**config.mk**
```make
export PLATFORM = sky130hd
export DESIGN_NAME = timing_wheel_timer_manager_unit
export DESIGN_NICKNAME = d
export VERILOG_FILES = /design/src/hw/rtl/twtm_pkg.sv /design/src/hw/rtl/twtm_cell.sv /design/src/hw/rtl/twtm_div.sv /design/src/hw/rtl/timing_wheel_timer_manager_unit.sv
export SDC_FILE = /design/constraint.sdc
export NUM_CORES = 2
export LEC_CHECK = 0
export BUFFER_PORTS_ARGS = -buffer_cell sky130_fd_sc_hd__buf_2
export CAP_MARGIN = 20
export CORE_MARGIN = 2
export CORE_UTILIZATION = 32
export CTS_CLUSTER_DIAMETER = 200
export DETAILED_ROUTE_END_ITERATION = 6
export SYNTH_ARGS = -nofsm -noshare
export SYNTH_HDL_FRONTEND = slang
export SYNTH_SLANG_ARGS = --single-unit
```
**constraint.sdc**
```tcl
create_clock -name i_clk -period 9.7 [get_ports i_clk]
set_clock_uncertainty 0.05 [all_clocks]
set_input_delay 1.94 -clock i_clk [delete_from_list [all_inputs] [get_ports i_clk]]
set_output_delay 1.94 -clock i_clk [all_outputs]
set_load 0.02 [all_outputs]
```
**src/hw/rtl/twtm_pkg.sv**
```systemverilog
// ----------------------------------------------------------------------------
// twtm_pkg: shared types and constants of the timing wheel timer manager
// Transfer structs of both channels, operation codes and the divider width.
// ----------------------------------------------------------------------------
package twtm_pkg;

    // action codes of the input channel
    localparam logic [1:0] ACT_SET    = 2'd0;
    localparam logic [1:0] ACT_REMOVE = 2'd1;
    localparam logic [1:0] ACT_TICK   = 2'd2;

    // kind codes of the output channel
    localparam logic [1:0] KIND_SET_ACK    = 2'd0;
    localparam logic [1:0] KIND_EXPIRY     = 2'd1;
    localparam logic [1:0] KIND_REMOVE_ACK = 2'd2;
    localparam logic [1:0] KIND_TICK_DONE  = 2'd3;

    // divider operand: non-negative timeout
    localparam int DIVIDEND_W = 31;

    typedef struct packed {
        logic [1:0]         action;
        logic signed [31:0] timeout;
        logic               has_callback;
        logic [31:0]        cookie;
        logic [3:0]         handle;
    } t_in;

    typedef struct packed {
        logic [1:0]  kind;
        logic        ok;
        logic [3:0]  result_handle;
        logic [31:0] result_cookie;
        logic        last;
    } t_out;

    // per-cell control: load takes the shared load bus, shift takes the neighbour
    typedef struct packed {
        logic load;
        logic shift;
    } t_cell_ctrl;

endpackage

```
**src/hw/rtl/twtm_cell.sv**
```systemverilog
// ----------------------------------------------------------------------------
// twtm_cell: one timer entry of the ordered entry chain
// Holds one entry, loads a new one, takes its neighbour's entry on a shift,
// and flags a handle match for removal.
// ----------------------------------------------------------------------------
module twtm_cell #(
    parameter int EW = 64,
    parameter int HW = 4
) (
    input  logic                   i_clk,
    input  logic                   i_rst_n,
    input  twtm_pkg::t_cell_ctrl   i_ctrl,
    input  logic [EW-1:0]          i_load_entry,
    input  logic [EW-1:0]          i_next_entry,
    input  logic [HW-1:0]          i_cmp_handle,
    output logic [EW-1:0]          o_entry,
    output logic                   o_hit
);

    logic [EW-1:0] r_entry;

    // payload only: validity lives in the fill count of the chain
    always_ff @(posedge i_clk) begin
        if (!i_rst_n) begin
            r_entry <= r_entry;
        end else if (i_ctrl.load) begin
            r_entry <= i_load_entry;
        end else if (i_ctrl.shift) begin
            r_entry <= i_next_entry;
        end
    end

    assign o_entry = r_entry;
    assign o_hit   = (r_entry[EW-1 -: HW] == i_cmp_handle);

endmodule

```
**src/hw/rtl/twtm_div.sv**
```systemverilog
// ----------------------------------------------------------------------------
// twtm_div: divider by one of two fixed divisors
// Reciprocal multiplication gives the quotient at the start edge; the
// remainder is registered at the next edge and is valid with the done pulse.
// ----------------------------------------------------------------------------
module twtm_div #(
    parameter int DIV_A = 1,
    parameter int DIV_B = 64
) (
    input  logic                                i_clk,
    input  logic                                i_rst_n,
    input  logic                                i_start,
    input  logic                                i_sel,
    input  logic [twtm_pkg::DIVIDEND_W-1:0]     i_dividend,
    output logic                                o_done,
    output logic [twtm_pkg::DIVIDEND_W-1:0]     o_quot,
    output logic [twtm_pkg::DIVIDEND_W-1:0]     o_rem
);

    localparam int QW = twtm_pkg::DIVIDEND_W;
    localparam int PW = 2 * QW + 1;

    // shift = QW + ceil(log2 d), factor = ceil(2^shift / d): exact for any QW-bit dividend
    localparam int SH_A = QW + $clog2(DIV_A);
    localparam int SH_B = QW + $clog2(DIV_B);
    localparam logic [63:0] MUL_A64 =
        ((64'd1 << SH_A) + 64'(DIV_A) - 64'd1) / 64'(DIV_A);
    localparam logic [63:0] MUL_B64 =
        ((64'd1 << SH_B) + 64'(DIV_B) - 64'd1) / 64'(DIV_B);
    localparam logic [QW:0] MUL_A = (QW + 1)'(MUL_A64);
    localparam logic [QW:0] MUL_B = (QW + 1)'(MUL_B64);

    logic          r_busy;
    logic          r_done;
    logic          r_sel;
    logic [QW-1:0] r_x;
    logic [QW-1:0] r_q;
    logic [QW-1:0] r_rem;

    logic [QW:0]   mul;
    logic [PW-1:0] prod;
    logic [QW-1:0] quot;
    logic [QW-1:0] back;

    always_comb begin
        mul  = i_sel ? MUL_B : MUL_A;
        prod = PW'(i_dividend) * PW'(mul);
        quot = i_sel ? QW'(prod >> SH_B) : QW'(prod >> SH_A);
        // quotient times divisor, modulo 2^QW: the remainder is far below that
        back = r_sel ? QW'(r_q * QW'(DIV_B)) : QW'(r_q * QW'(DIV_A));
    end

    always_ff @(posedge i_clk) begin
        if (!i_rst_n) begin
            r_busy <= 1'b0;
            r_done <= 1'b0;
        end else begin
            r_busy <= i_start;
            r_done <= r_busy;
            if (i_start) begin
                r_sel <= i_sel;
                r_x   <= i_dividend;
                r_q   <= quot;
            end
            if (r_busy) begin
                r_rem <= r_x - back;
            end
        end
    end

    assign o_done = r_done;
    assign o_quot = r_q;
    assign o_rem  = r_rem;

endmodule

```
**src/hw/rtl/timing_wheel_timer_manager_unit.sv**
```systemverilog
// Remove: the ack is registered straight from the idle state. Set with a valid
// timeout: two reciprocal divisions (timeout/TICK_UNIT, then ticks/SLOTS), then the ack.
// Tick: every occupied entry is turned through the head of the entry chain,
// then the done result follows. One item at a time. Output stalls hold the work.
// Negative timeout, full pool: refused set ack from idle; action three: no result.
// Reset (synchronous, active low): pool empty, slot pointer zero, no result pending.
// ----------------------------------------------------------------------------
// timing_wheel_timer_manager_unit: single-level hashed timing wheel
// A chain of entry cells kept in insertion order; ticks rotate the chain
// through its head, expiring or ageing entries of the current slot.
// ----------------------------------------------------------------------------
module timing_wheel_timer_manager_unit #(
    parameter int SLOTS     = 64,
    parameter int TICK_UNIT = 1,
    parameter int POOL_SIZE = 16
) (
    input  logic             i_clk,
    input  logic             i_rst_n,
    input  logic             i_in_valid,
    output logic             o_in_ready,
    input  twtm_pkg::t_in    i_in_data,
    output logic             o_out_valid,
    input  logic             i_out_ready,
    output twtm_pkg::t_out   o_out_data
);

    // widths that follow from the parameters
    localparam int HW = (POOL_SIZE > 1) ? $clog2(POOL_SIZE) : 1;
    localparam int CW = $clog2(POOL_SIZE + 1);
    localparam int SW = $clog2(SLOTS);
    localparam int RW = 32 - $clog2(SLOTS + 1);
    localparam int QW = twtm_pkg::DIVIDEND_W;

    typedef struct packed {
        logic [HW-1:0] handle;
        logic [SW-1:0] slot;
        logic [RW-1:0] rounds;
        logic [31:0]   cookie;
        logic          notify;
    } t_entry;

    localparam int EW = $bits(t_entry);

    typedef enum logic [2:0] {
        S_IDLE,
        S_DIV_TICK,
        S_DIV_SLOT,
        S_SET,
        S_TICK,
        S_TDONE
    } t_state;

    // control state
    t_state          r_state;
    logic [CW-1:0]   r_count;     // occupied cells, oldest at cell zero
    logic [CW-1:0]   r_iter;      // entries still to visit in this tick
    logic [POOL_SIZE-1:0] r_valid;
    logic [SW-1:0]   r_cur;
    logic            r_out_valid;
    twtm_pkg::t_out  r_out;

    // pending set
    logic [HW-1:0]   r_new_handle;
    logic [31:0]     r_new_cookie;
    logic            r_new_notify;
    logic [RW-1:0]   r_new_rounds;
    logic [SW-1:0]   r_new_slot;

    // chain
    logic [EW-1:0]          cell_q   [POOL_SIZE];
    logic [EW-1:0]          cell_nxt [POOL_SIZE];
    logic [POOL_SIZE-1:0]   cell_hit;
    twtm_pkg::t_cell_ctrl   cell_ctrl [POOL_SIZE];
    logic [EW-1:0]          load_bus;

    // divider
    logic            div_start;
    logic            div_sel;
    logic [QW-1:0]   div_dividend;
    logic            div_done;
    logic [QW-1:0]   div_quot;
    logic [QW-1:0]   div_rem;

    // combinational control
    logic            can_emit;
    logic            acc;
    logic            free_found;
    logic [HW-1:0]   free_idx;
    logic [HW-1:0]   h_idx;
    logic            rem_ok;
    logic            do_remove;
    logic            do_commit;
    logic            do_step;
    logic            step_expire;
    logic            step_in_slot;
    t_entry          head;
    t_entry          head_kept;
    t_entry          new_entry;
    logic [SW:0]     slot_sum;
    logic [SW-1:0]   slot_wrapped;

    assign can_emit = !r_out_valid || i_out_ready;
    assign o_in_ready = (r_state == S_IDLE) && can_emit;
    assign acc = i_in_valid && o_in_ready;

    // lowest free entry
    always_comb begin
        free_found = 1'b0;
        free_idx   = '0;
        for (int i = POOL_SIZE - 1; i >= 0; i--) begin
            if (!r_valid[i]) begin
                free_found = 1'b1;
                free_idx   = HW'(i);
            end
        end
    end

    assign h_idx     = HW'(i_in_data.handle);
    assign rem_ok    = (32'(i_in_data.handle) < POOL_SIZE) && r_valid[h_idx];
    assign do_remove = acc && (i_in_data.action == twtm_pkg::ACT_REMOVE) && rem_ok;
    assign do_commit = (r_state == S_SET) && can_emit;
    assign do_step   = (r_state == S_TICK) && can_emit;

    // head of the chain during a tick: expire it, or age it if in the current slot, and send it to the back
    always_comb begin
        head         = t_entry'(cell_q[0]);
        step_in_slot = (head.slot == r_cur);
        step_expire  = step_in_slot && (head.rounds == '0);
        head_kept    = head;
        if (step_in_slot) begin
            head_kept.rounds = head.rounds - 1'b1;
        end
    end

    // (current + ticks) mod SLOTS from the remainder of ticks/SLOTS
    always_comb begin
        slot_sum = {1'b0, r_cur} + {1'b0, SW'(div_rem)};
        if (slot_sum >= (SW + 1)'(SLOTS)) begin
            slot_wrapped = SW'(slot_sum - (SW + 1)'(SLOTS));
        end else begin
            slot_wrapped = SW'(slot_sum);
        end
    end

    always_comb begin
        new_entry.handle = r_new_handle;
        new_entry.slot   = r_new_slot;
        new_entry.rounds = r_new_rounds;
        new_entry.cookie = r_new_cookie;
        new_entry.notify = r_new_notify;
        load_bus = do_commit ? EW'(new_entry) : EW'(head_kept);
    end

    // per-cell control: append, rotate, or close the gap left by a removal
    always_comb begin
        logic gap;
        gap = 1'b0;
        for (int i = 0; i < POOL_SIZE; i++) begin
            cell_ctrl[i].load  = 1'b0;
            cell_ctrl[i].shift = 1'b0;
            gap = gap || (do_remove && cell_hit[i] && (CW'(i) < r_count));
            if (do_commit) begin
                cell_ctrl[i].load = (CW'(i) == r_count);
            end else if (do_step) begin
                if (step_expire) begin
                    cell_ctrl[i].shift = 1'b1;
                end else begin
                    cell_ctrl[i].load  = (CW'(i) == r_count - 1'b1);
                    cell_ctrl[i].shift = (CW'(i) < r_count - 1'b1);
                end
            end else begin
                cell_ctrl[i].shift = gap;
            end
        end
    end

    // divider hand-off: timeout by tick unit, then ticks by slot count
    always_comb begin
        div_start    = 1'b0;
        div_sel      = 1'b0;
        div_dividend = i_in_data.timeout[QW-1:0];
        if (acc && (i_in_data.action == twtm_pkg::ACT_SET) && !i_in_data.timeout[31]
            && free_found) begin
            div_start = 1'b1;
        end else if ((r_state == S_DIV_TICK) && div_done) begin
            div_start    = 1'b1;
            div_sel      = 1'b1;
            div_dividend = div_quot;
        end
    end

    always_ff @(posedge i_clk) begin
        if (!i_rst_n) begin
            r_state     <= S_IDLE;
            r_count     <= '0;
            r_iter      <= '0;
            r_valid     <= '0;
            r_cur       <= '0;
            r_out_valid <= 1'b0;
        end else begin
            if (i_out_ready) begin
                r_out_valid <= 1'b0;
            end
            unique case (r_state)
                S_IDLE: begin
                    if (acc) begin
                        unique case (i_in_data.action)
                            twtm_pkg::ACT_SET: begin
                                if (i_in_data.timeout[31] || !free_found) begin
                                    // rejected timeout or full pool
                                    r_out_valid         <= 1'b1;
                                    r_out.kind          <= twtm_pkg::KIND_SET_ACK;
                                    r_out.ok            <= 1'b0;
                                    r_out.result_handle <= '0;
                                    r_out.result_cookie <= '0;
                                    r_out.last          <= 1'b1;
                                end else begin
                                    r_new_handle <= free_idx;
                                    r_new_cookie <= i_in_data.cookie;
                                    r_new_notify <= i_in_data.has_callback;
                                    r_state      <= S_DIV_TICK;
                                end
                            end
                            twtm_pkg::ACT_REMOVE: begin
                                if (rem_ok) begin
                                    r_valid[h_idx] <= 1'b0;
                                    r_count        <= r_count - 1'b1;
                                end
                                r_out_valid         <= 1'b1;
                                r_out.kind          <= twtm_pkg::KIND_REMOVE_ACK;
                                r_out.ok            <= rem_ok;
                                r_out.result_handle <= i_in_data.handle;
                                r_out.result_cookie <= '0;
                                r_out.last          <= 1'b1;
                            end
                            twtm_pkg::ACT_TICK: begin
                                r_iter  <= r_count;
                                r_state <= (r_count == '0) ? S_TDONE : S_TICK;
                            end
                            default: begin
                                // unused action: drop silently
                            end
                        endcase
                    end
                end
                S_DIV_TICK: begin
                    if (div_done) begin
                        r_state <= S_DIV_SLOT;
                    end
                end
                S_DIV_SLOT: begin
                    if (div_done) begin
                        r_new_rounds <= RW'(div_quot);
                        r_new_slot   <= slot_wrapped;
                        r_state      <= S_SET;
                    end
                end
                S_SET: begin
                    if (can_emit) begin
                        r_valid[r_new_handle] <= 1'b1;
                        r_count               <= r_count + 1'b1;
                        r_out_valid           <= 1'b1;
                        r_out.kind            <= twtm_pkg::KIND_SET_ACK;
                        r_out.ok              <= 1'b1;
                        r_out.result_handle   <= 4'(r_new_handle);
                        r_out.result_cookie   <= '0;
                        r_out.last            <= 1'b1;
                        r_state               <= S_IDLE;
                    end
                end
                S_TICK: begin
                    if (can_emit) begin
                        if (step_expire) begin
                            r_valid[head.handle] <= 1'b0;
                            r_count              <= r_count - 1'b1;
                            if (head.notify) begin
                                r_out_valid         <= 1'b1;
                                r_out.kind          <= twtm_pkg::KIND_EXPIRY;
                                r_out.ok            <= 1'b1;
                                r_out.result_handle <= 4'(head.handle);
                                r_out.result_cookie <= head.cookie;
                                r_out.last          <= 1'b0;
                            end
                        end
                        r_iter <= r_iter - 1'b1;
                        if (r_iter == CW'(1)) begin
                            r_state <= S_TDONE;
                        end
                    end
                end
                S_TDONE: begin
                    if (can_emit) begin
                        r_out_valid         <= 1'b1;
                        r_out.kind          <= twtm_pkg::KIND_TICK_DONE;
                        r_out.ok            <= 1'b1;
                        r_out.result_handle <= '0;
                        r_out.result_cookie <= '0;
                        r_out.last          <= 1'b1;
                        // advance the slot pointer
                        r_cur   <= (r_cur == SW'(SLOTS - 1)) ? '0 : r_cur + 1'b1;
                        r_state <= S_IDLE;
                    end
                end
                default: begin
                    r_state <= S_IDLE;
                end
            endcase
        end
    end

    assign o_out_valid = r_out_valid;
    assign o_out_data  = r_out;

    // entry chain, oldest entry at cell zero
    for (genvar g = 0; g < POOL_SIZE; g++) begin : g_cell
        if (g < POOL_SIZE - 1) begin : g_mid
            assign cell_nxt[g] = cell_q[g + 1];
        end else begin : g_end
            assign cell_nxt[g] = '0;
        end
        twtm_cell #(
            .EW (EW),
            .HW (HW)
        ) u_cell (
            .i_clk        (i_clk),
            .i_rst_n      (i_rst_n),
            .i_ctrl       (cell_ctrl[g]),
            .i_load_entry (load_bus),
            .i_next_entry (cell_nxt[g]),
            .i_cmp_handle (h_idx),
            .o_entry      (cell_q[g]),
            .o_hit        (cell_hit[g])
        );
    end

    twtm_div #(
        .DIV_A (TICK_UNIT),
        .DIV_B (SLOTS)
    ) u_div (
        .i_clk      (i_clk),
        .i_rst_n    (i_rst_n),
        .i_start    (div_start),
        .i_sel      (div_sel),
        .i_dividend (div_dividend),
        .o_done     (div_done),
        .o_quot     (div_quot),
        .o_rem      (div_rem)
    );

endmodule

```
==> results.ini <==
[worst_setup_path]
startpoint=r_state[2]
r2r-start=r_state[2]
timing.critical_path.to=g_cell[15].u_cell.o_entry[66]
r2r_slack_ns=3.53
cp-end-kind=flop
critical_path_class=flop to flop
rr_worst_depth=11
start_kind=flop
crit_required_ns=10.03
r2r-end=g_cell[15].u_cell.o_entry[66]
critPathMaxFanout=69
arrival_ns=6.50

[clocking]
numCtsBuffers=118
clock_latency_ns=0.74
postCtsHoldBufs=0
path_clk_slew_ns=0.06
cts_buffer_depth=3
htreeDepth=3
cts_setup_buffers=0
cts_num_sinks=1278
cts_tree=built
ctsResizeCount=0
cts_root_buffer=clkbuf_16

[sta]
drv_slew=0
worst_slew_pin_slew_ns=1.457
hold_violations=0
rsz0062_at_grt=no
setup_viol=0
period_minus_slack_ns=6.171
postLayoutSetupSlackWorst_ns=3.529
fin_crit_sh=0.6362
tns_ns=0
slew_headroom=0.02842
max_freq_mhz=162.1

[grt]
grt_pass1_vias=33961
grt.overflow.total=0
gr-usage-all-layers=0.1485
grt_start_max_net_pins=90
antenna_found_initial=2
grt_pass1_wl_um=204900

[floorplanning]
die_w_um=418.2
core_area_um2=171000
start_util=0.3211
num_io_pins=117
fp-row-count=152
fp.dieH_um=418.2
die_area_um2=174900

[placed_design]
post-place-ws_ns=3.183
port_buffers=116
place.gp.congestion=0.8828
dp.cells=6594
dp_hpwl_um=82620

[drt]
wl_per_cell_um=19.33
vias=34874
drt_first_pass_iters=5
drt-vias-per-instance=5.112
drtIter0Drc=3069
routed_wl_um=131900
drc_errors=0
ant_nets=0

[synthesis]
avgSynthCellArea_um2=12.26
synthCells=4476
ys_seq_elements=1278
synth_edf_count=1240
synthesis.area_um2=54900
yosys_warnings=0
ys_seq_area_frac=0.6921
ys_async_sr_fraction=0
synth_cell_types=73
synthFlopType=edfxtp_1
syn_nets=4573

[power]
ir_drop_mv=0.1372
power_density_nw_per_um2=202.2
p_leak_nw=20.54
total_power_mw=12.57

[cells_and_area]
drive_gt1_frac=0.1329
multi_input_area_um2=15890
area_growth_pct=13.21
final_nets=4584
regArea_um2=38000
final_cell_mix=edfxtp_1 (1240), nor2_1 (791), a21oi_1 (715)
diodes=0
layout_commonest_cell=edfxtp_1
fillers=16304
fin_cells=6822

[run_status]
outcome=finished clean

[run]
cap_violations=0

[worst_hold_path]
hp-class=flop to flop

## state kept, by name (all words and copies together) (netlist names), 3 cells and up
name,cells
r_new_handle,4
o_out_data,40
g_cell.u_cell.o_entry,1088
u_div.o_quot,31
r_state,3
r_cur,6
r_new_rounds,25
u_div.r_x,6
r_new_slot,6
r_iter,5
r_valid,16
u_div.o_rem,6
r_count,5
r_new_cookie,32
## Yosys cell counts (all sizes together), types with 7 or more instances
| cell | number | area [um^2] |
|---|---|---|
| nor4 | 15 | 121.4 |
| a21oi | 719 | 3598 |
| dfxtp | 38 | 760.7 |
| nor2b | 17 | 106.4 |
| inv | 35 | 131.4 |
| edfxtp | 1240 | 37240 |
| mux2 | 168 | 1892 |
| a32oi | 7 | 68.82 |
| a32o | 14 | 140.1 |
| nor3 | 35 | 175.2 |
| nand2 | 366 | 1374 |
| or4 | 7 | 52.55 |
| xor2 | 43 | 376.6 |
| a31oi | 7 | 43.79 |
| xnor2 | 71 | 621.9 |
| nand3 | 19 | 95.09 |
| a22o | 11 | 96.34 |
| and2 | 46 | 287.8 |
| a21o | 7 | 52.55 |
| nor2 | 798 | 3000 |
| ha | 20 | 250.2 |
| o21a | 28 | 210.2 |
| clkbuf | 223 | 838.3 |
| o22ai | 7 | 43.79 |
| mux2i | 49 | 490.5 |
| o21ai | 261 | 1306 |
| nand2b | 12 | 75.07 |
| a211oi | 8 | 60.06 |
| buf | 113 | 598.1 |
| nand4 | 17 | 106.4 |
## worst max-delay path, cell delays in order, from the launching register on
cell	delay, ns
dfxtp_1	0.69
and2b_1	0.28
nor2b_4	0.16
buf_4	0.45
inv_2	0.28
nor2_2	0.58
nand2_1	0.24
nor2_2	0.70
a32oi_4	0.20
buf_4	0.43
a31oi_4	0.99
buf_4	0.64
## metal layers
layer	up-vias	share of wire	GRT usage
li1	16196	-	-
met1	17661	0.46	0.2050
met3	199	0.046	0.01645
met5	-	0	0
met4	0	0.024	0.04528
met2	818	0.47	0.2453
## stage by stage
step | hold slack (ns) | utilization | instance area [um^2]
after floorplan | 0.3762 | - | 54900
after global placement | 0.3862 | 0.3401 | 58140
after detailed placement | 0.3866 | 0.3405 | 58220
final | 0.3963 | 0.3635 | 62150
after global routing | 0.4112 | 0.3635 | 62150
after CTS | 0.4049 | 0.3629 | 62040
## where the power goes
group	internal (mW)	total, mW	switching [mW]
clock	2.59	4.67	2.09
combinational	0.359	1.24	0.880
sequential	6.52	6.66	0.141
## kinds of logic (layout without fill, tap and decap cells)
logic type               Yosys count  in the layout  share of synthesized area
adder cells (fa/ha/maj)           22             22                   0.005288
flip-flops                      1278           1278                     0.6921
AND/OR/NAND/NOR                 1360           1360                     0.1020
multiplexers                     221            221                    0.04504
AO/OA/AOI/OAI                   1110           1110                     0.1088
XOR/XNOR                         114            114                    0.01819
buffers and inverters            371            484                    0.02856
## how the worst min path moves through the flow
stage	start	to	slack, ns	depth (start not counted)
2_1_floorplan	u_div.o_quot[10]	r_new_rounds[10]	0.38	0
3_3_place_gp	u_div.o_quot[15]	r_new_rounds[15]	0.39	0
3_5_place_dp	u_div.o_quot[11]	r_new_rounds[11]	0.39	0
4_1_cts	u_div.o_quot[15]	r_new_rounds[15]	0.40	0
5_1_grt	u_div.o_quot[15]	r_new_rounds[15]	0.41	0
6_report	u_div.o_quot[15]	r_new_rounds[15]	0.40	0
## area by class of cell
class / instances / area share
Inverter: 35 / 0.002114
Multi-Input combinational cell: 2827 / 0.2556
Timing Repair Buffer: 227 / 0.02438
Sequential cell: 1278 / 0.6114
Clock buffer: 142 / 0.04896
Clock inverter: 80 / 0.01260
Tap cell: 2233 / 0.04495
(Power assumes the default switching activity.)
